[src/sv/sljx_pkg.sv]
// Package for the sync/length/XOR frame parser.
// Holds parse state codes, result kind codes, the result struct and frame limits.
// No dependencies.
package sljx_pkg;

    localparam int unsigned MAX_FRAME_BYTES = 256;

    localparam logic [7:0] FIRST_SYNC_RESET  = 8'h4C;
    localparam logic [7:0] SECOND_SYNC_RESET = 8'h4D;

    localparam logic [1:0] ST_SYNC1 = 2'd0;
    localparam logic [1:0] ST_SYNC2 = 2'd1;
    localparam logic [1:0] ST_BODY  = 2'd2;
    localparam logic [1:0] ST_CHECK = 2'd3;

    localparam logic [1:0] KIND_SYNC   = 2'd0;
    localparam logic [1:0] KIND_BODY   = 2'd1;
    localparam logic [1:0] KIND_ACCEPT = 2'd2;
    localparam logic [1:0] KIND_ERROR  = 2'd3;

    localparam logic [0:0] REG_FIRST_SYNC  = 1'b0;
    localparam logic [0:0] REG_SECOND_SYNC = 1'b1;

    typedef struct packed {
        logic [1:0] kind;
        logic [7:0] data_byte;
        logic [7:0] position;
        logic [7:0] frame_length;
    } t_result;

endpackage

[src/sv/sljx_parse.sv]
// Per-byte parse state machine: sync hunt, length, body XOR and check byte.
// Depends on sljx_pkg.
module sljx_parse (
    input  logic                 i_clk,
    input  logic                 i_rst_n,
    input  logic                 i_take,
    input  logic [7:0]           i_rx_byte,
    input  logic [7:0]           i_first_sync,
    input  logic [7:0]           i_second_sync,
    output sljx_pkg::t_result    o_result
);

    logic [1:0] r_state, n_state;
    logic [7:0] r_xor,   n_xor;
    logic [7:0] r_index, n_index;
    logic [7:0] r_len,   n_len;
    logic       idx_over;

    assign idx_over = {1'b0, r_index} >= 9'(sljx_pkg::MAX_FRAME_BYTES);

    always_comb begin
        n_state = r_state;
        n_xor   = r_xor;
        n_index = r_index;
        n_len   = r_len;
        o_result.kind      = sljx_pkg::KIND_SYNC;
        o_result.data_byte = 8'd0;
        o_result.position  = 8'd0;
        unique case (r_state)
            sljx_pkg::ST_SYNC1: begin
                if (i_rx_byte == i_first_sync) begin
                    n_state = sljx_pkg::ST_SYNC2;
                end else begin
                    o_result.kind = sljx_pkg::KIND_ERROR;
                end
            end
            sljx_pkg::ST_SYNC2: begin
                if (i_rx_byte == i_second_sync) begin
                    n_xor   = 8'd0;
                    n_index = 8'd0;
                    n_state = sljx_pkg::ST_BODY;
                end else begin
                    o_result.kind = sljx_pkg::KIND_ERROR;
                    n_state = sljx_pkg::ST_SYNC1;
                end
            end
            sljx_pkg::ST_BODY: begin
                if (idx_over) begin
                    o_result.kind = sljx_pkg::KIND_ERROR;
                    n_state = sljx_pkg::ST_SYNC1;
                end else begin
                    o_result.kind      = sljx_pkg::KIND_BODY;
                    o_result.data_byte = i_rx_byte;
                    o_result.position  = r_index;
                    if (r_index == 8'd0) begin
                        n_len = i_rx_byte;
                    end else begin
                        n_xor = r_xor ^ i_rx_byte;
                    end
                    n_index = r_index + 8'd1;
                    if (n_index == n_len) begin
                        n_state = sljx_pkg::ST_CHECK;
                    end
                end
            end
            default: begin
                o_result.kind = (i_rx_byte == r_xor) ? sljx_pkg::KIND_ACCEPT
                                                     : sljx_pkg::KIND_ERROR;
                n_state = sljx_pkg::ST_SYNC1;
            end
        endcase
        o_result.frame_length = n_len;
    end

    always_ff @(posedge i_clk) begin
        if (!i_rst_n) begin
            r_state <= sljx_pkg::ST_SYNC1;
            r_xor   <= 8'd0;
            r_index <= 8'd0;
            r_len   <= 8'd0;
        end else if (i_take) begin
            r_state <= n_state;
            r_xor   <= n_xor;
            r_index <= n_index;
            r_len   <= n_len;
        end
    end

endmodule

[src/sv/sync_length_xor_frame_parser.sv]
//  channel | direction | handshake                 | payload
//  rx      | in        | i_rx_valid / o_rx_stall   | i_rx_byte
//  res     | out       | o_res_valid / i_res_stall | o_kind, o_data_byte, o_position,
//          |           |                           | o_frame_length
//  cfg     | in        | APB write/read            | first/second sync byte
// One byte per cycle unless rx stalls; each byte yields one result in the next
// cycle from the result register. The rate is set by the single parse-state update.
// Synchronous active-low reset: hunting state, sync bytes 0x4C/0x4D, no result.
// A stalled result holds; rx stalls only while that result is held.
// Top level; depends on sljx_pkg and sljx_parse.
module sync_length_xor_frame_parser (
    input  logic        i_clk,
    input  logic        i_rst_n,
    input  logic        i_rx_valid,
    output logic        o_rx_stall,
    input  logic [7:0]  i_rx_byte,
    output logic        o_res_valid,
    input  logic        i_res_stall,
    output logic [1:0]  o_kind,
    output logic [7:0]  o_data_byte,
    output logic [7:0]  o_position,
    output logic [7:0]  o_frame_length,
    input  logic        psel,
    input  logic        penable,
    input  logic        pwrite,
    input  logic [2:0]  paddr,
    input  logic [31:0] pwdata,
    output logic [31:0] prdata,
    output logic        pready
);

    logic [7:0]         r_first_sync;
    logic [7:0]         r_second_sync;
    logic               r_res_valid;
    sljx_pkg::t_result  r_res;
    sljx_pkg::t_result  step_res;
    logic               take;
    logic               cfg_wr;

    assign pready     = 1'b1;
    assign cfg_wr     = psel && penable && pwrite && pready;
    assign o_rx_stall = r_res_valid && i_res_stall;
    assign take       = i_rx_valid && !o_rx_stall;

    always_comb begin
        unique case (paddr[2])
            sljx_pkg::REG_FIRST_SYNC: prdata = {24'd0, r_first_sync};
            default:                  prdata = {24'd0, r_second_sync};
        endcase
    end

    always_ff @(posedge i_clk) begin
        if (!i_rst_n) begin
            r_first_sync  <= sljx_pkg::FIRST_SYNC_RESET;
            r_second_sync <= sljx_pkg::SECOND_SYNC_RESET;
        end else if (cfg_wr) begin
            if (paddr[2] == sljx_pkg::REG_FIRST_SYNC) begin
                r_first_sync <= pwdata[7:0];
            end else begin
                r_second_sync <= pwdata[7:0];
            end
        end
    end

    sljx_parse u_parse (
        .i_clk         (i_clk),
        .i_rst_n       (i_rst_n),
        .i_take        (take),
        .i_rx_byte     (i_rx_byte),
        .i_first_sync  (r_first_sync),
        .i_second_sync (r_second_sync),
        .o_result      (step_res)
    );

    always_ff @(posedge i_clk) begin
        if (!i_rst_n) begin
            r_res_valid <= 1'b0;
        end else if (!o_rx_stall) begin
            r_res_valid <= i_rx_valid;
        end
    end

    always_ff @(posedge i_clk) begin
        if (take) begin
            r_res <= step_res;
        end
    end

    assign o_res_valid    = r_res_valid;
    assign o_kind         = r_res.kind;
    assign o_data_byte    = r_res.data_byte;
    assign o_position     = r_res.position;
    assign o_frame_length = r_res.frame_length;

endmodule

[config.mk]
export PLATFORM = sky130hd
export DESIGN_NAME = sync_length_xor_frame_parser
export DESIGN_NICKNAME = d
export VERILOG_FILES = /design/src/sv/sljx_pkg.sv /design/src/sv/sljx_parse.sv /design/src/sv/sync_length_xor_frame_parser.sv
export SDC_FILE = /design/constraint.sdc
export NUM_CORES = 1
export LEC_CHECK = 0
export BUFFER_PORTS_ARGS = -buffer_cell sky130_fd_sc_hd__buf_2
export CORE_MARGIN = 3
export CORE_UTILIZATION = 27
export CTS_CLUSTER_SIZE = 40
export DETAILED_ROUTE_END_ITERATION = 6
export GPL_ROUTABILITY_DRIVEN = 0
export PLACE_DENSITY = 0.47
export SLEW_MARGIN = 20
export SYNTH_ARGS = -nofsm -noshare
export SYNTH_HDL_FRONTEND = slang
export SYNTH_HIERARCHICAL = 1
export SYNTH_SLANG_ARGS = --single-unit
[constraint.sdc]
create_clock -name i_clk -period 3.1 [get_ports i_clk]
set_clock_uncertainty 0.15 [all_clocks]
set_input_delay 0.465 -clock i_clk [delete_from_list [all_inputs] [get_ports i_clk]]
set_output_delay 0.465 -clock i_clk [all_outputs]
set_load 0.01 [all_outputs]
==> results by group <==
Run status
  • Status: finished clean

Route
  • Vias per cell: 4.38
  • DRT antenna net count: 0
  • Final WL: between 8000 and 9000 um
  • Routed vias: 2570
  • Pre-antenna DRT Iters: 4
  • Residual DRC count: 0
  • Routed wire per std cell: roughly 14 um
  • Initial drt markers: 104

Global route
  • All-Layer GR Usage: 0.115
  • Pin count of the biggest net entering global routing: 53
  • Grt ovf: 0
  • Wire length of the first global-routing pass: 13200 um
  • Initial antenna violation count: 0
  • Vias in the first global route: ~2400

Floorplan
  • Die Width: 124 um
  • Die area: roughly 15000 um2
  • Rows: 42
  • Core area: 13400 um2
  • Num ports: roughly 110
  • Die height: 124 um
  • Initial Utilization: 0.280

Clocking
  • Post-CTS Repair Setup Buffers: 0
  • Clk sink count: 69
  • Post-CTS resize count: 0
  • CTS buffer count: 9
  • CTS clk-pin slew, worst paths: 0.05 ns
  • Clk Latency, worst-skew pair: 0.33 ns
  • H-tree Lvls: 3
  • CTS tree: yes
  • Root Buffer: clkbuf_16
  • CTS Hold Bufs: 0
  • CTS Buffer Depth: 2

Logic synthesis
  • Synth area leaders: dfxtp_1 23%, edfxtp_1 21%, mux2i_1 8.5%
  • Main synth FF type: dfxtp_1
  • Yosys top cell by area: dfxtp_1
  • FFs w/ async S/R, synth: 0
  • Post-synth cell types: 45
  • Yosys top cell area share: 0.229
  • Share of the yosys chip area belonging to registers: 0.437
  • Post-synth EDFFs: 26
  • Yosys reg bits: 69
  • Avg Synthesized Cell Area: 10.5 um2
  • Cell count after synthesis: between 300 and 400
  • Syn Std Cell Area: 3750 um2
  • Ys Warns: 6

Pwr
  • Net Sw Power: 0.000487 W
  • Gate power share: 0.080
  • Final Power: 0.00207 W
  • Sw frac: 0.235
  • Internal power component: about 0.0016 W
  • LEAKAGE: 1.80 nW
  • Power density over the cells: approximately 470 nW/um2
  • Clock power share: 0.452
  • Seq pwr share: 0.468
  • Peak supply drop: 0.229 mV

Worst hold path
  • HP Start: i_rx_valid
  • Hold depth: 2
  • Hold Crit Class: input pin to flip-flop

Placed design
  • I/O Buffers: between 50 and 60
  • Post-detail-place hpwl: around 6000 um
  • Placed instance count: about 570

Setup path
  • R2R Path Start: r_second_sync[2]$_SDFFE_PN1P_
  • Most repeated library cell on the critical path: o21a_1
  • Critical path's largest stage delay: between 0.4 and 0.5 ns
  • Worst path cell trace: xor2_1 -> nor4_1 -> nand4_1 -> nor4b_2 -> o21a_1 -> a21boi_1 -> o21a_1
  • Worst Setup End Kind: flip-flop
  • Worst r2r path cells: 7
  • CP delay by family, top: simple AND/OR/NAND/NOR gates
  • Startpoint Class: flip-flop
  • Crit Path Max Fanout: 10
  • WP depth: 7
  • Crit path buf inv count: 0
  • Critical path launch point: r_second_sync[2]$_SDFFE_PN1P_
  • Path type of the worst setup path: flip-flop to flip-flop
  • WP data required: 3.17 ns
  • Crit path DAT: 2.43 ns
  • Slowest cell on crit path: o21a_1

Final layout
  • Area occupied by multi-input gates: 1890 um2
  • Post-Layout Cell Count: 587
  • Final nets: 458
  • Layout cells sized above 1: 0.246
  • Reg area: roughly 1600 um2
  • Fillers: 1393
  • # diodes: 0
  • Area Overhead vs Synth: 16.4%

Flow run
  • Max cap viols: 0

STA
  • Final Cycle Share: 0.762
  • RSZ-0062 raised after global routing: no
  • Worst-margin pin slew: between 0.8 and 0.9 ns
  • Achievable frequency: 423 MHz
  • Tmin final: 2.36 ns
  • Rel. slew slack: 0.428
  • Setup violators final: 0
  • Final hold viol count: 0
  • Setup_tns: 0 ns
  • Slew Limit Fails: 0
-- kinds of logic after synthesis --
| group | Yosys count | share of synthesized area |
|---|---|---|
| AND/OR/NAND/NOR | 113 | 0.184 |
| flip-flops | 69 | 0.437 |
| buffers and inverters | 51 | 0.0840 |
| multiplexers | 48 | 0.133 |
| XOR/XNOR | 38 | 0.0887 |
| AO/OA/AOI/OAI | 34 | 0.0640 |
| adder cells (fa/ha/maj) | 2 | 0.00667 |
| other | 2 | 0.00200 |
-- state kept, by name (all words and copies together), names as in the netlist --
name             count
r_second_sync        8
u_parse/r_state      2
o_frame_length       8
u_parse/r_xor        8
r_first_sync         8
u_parse/r_len        8
u_parse/r_index      8
o_kind               2
o_position           8
o_res_valid          1
o_data_byte          8
-- metal layers --
metal,GRT usage,wire (um),vias to the layer above
met1,0.154,4100,1203
li1,-,-,1284
met2,0.180,3760,79
met3,0.0254,524,4
met5,0,0,-
met4,0.0431,66,0
-- Yosys cell counts, types with 2 or more instances --
cell type,instances
dfxtp_1,43
mux2i_1,32
buf_4,26
edfxtp_1,26
nor2b_1,26
xor2_1,22
nand2_1,20
and2_1,18
clkbuf_1,16
xnor2_1,16
mux2_2,13
nand2b_1,9
o21ai_0,9
a41oi_1,8
and3_1,8
nor2_1,8
nor4_1,5
nor3_1,4
a21oi_1,3
a22oi_1,3
buf_2,3
buf_6,3
mux2_1,3
nand3_1,3
nand4_1,3
o21a_1,3
a21boi_1,2
conb_1,2
ha_1,2
inv_1,2
o21ai_1,2
-- cell usage in the layout, fill, tap and decap left out, types with 2 or more instances in the layout --
cell / n
a21boi_1: 2
a21oi_1: 3
a22oi_1: 3
a41oi_1: 8
and2_1: 18
and3_1: 8
buf_2: 59
buf_4: 5
clkbuf_16: 9
clkinv_2: 3
conb_1: 25
dfxtp_1: 43
edfxtp_1: 26
ha_1: 2
inv_1: 2
inv_4: 2
mux2_1: 3
mux2_2: 13
mux2i_1: 32
nand2_1: 20
nand2b_1: 9
nand3_1: 3
nand4_1: 3
nor2_1: 8
nor2b_1: 25
nor3_1: 4
nor4_1: 5
o21a_1: 3
o21ai_0: 9
o21ai_1: 2
xnor2_1: 16
xor2_1: 22
-- worst paths after layout --
kind | end | slack [ns]
setup / recovery | u_parse/r_index[3]$_SDFFE_PN0P_ | 0.74
hold / removal | o_res_valid$_SDFFE_PN0N_ | 0.22
setup reg to reg | u_parse/r_index[3]$_SDFFE_PN0P_ | 0.74
hold reg to reg | r_first_sync[7]$_SDFFE_PN0P_ | 0.33
-- power groups by stage --
stage	Clock [W]	Combinational (W)	Sequential [W]
finish	0.000936	0.000165	0.000969
global route	0.00101	0.000181	0.000971
CTS	0.000971	0.000169	0.000970
detailed placement	0	0.000168	0.000989
global placement	0	0.000167	0.000989
floorplan	0	0.000123	0.000996
-- metrics by stage --
step	hold slack, ns	util	worst slack [ns]	area [um2]
detailed placement	0.330	0.305	0.435	4090
finish	0.220	0.326	0.739	4370
global placement	0.322	0.305	0.474	4090
floorplan	0.306	-	0.433	3840
CTS	0.210	0.326	0.766	4370
global route	0.239	0.326	0.587	4370
-- layout make-up --
type / count / area share
well taps: 176 / 0.0504
flip-flops and latches: 69 / 0.376
repair buffers: 64 / 0.0762
clock buffers: 10 / 0.0547
clock inverters: 6 / 0.00831
multi-input cells: 260 / 0.433
inverters: 2 / 0.00172
Note: power is estimated with default switching activity, not from simulation.
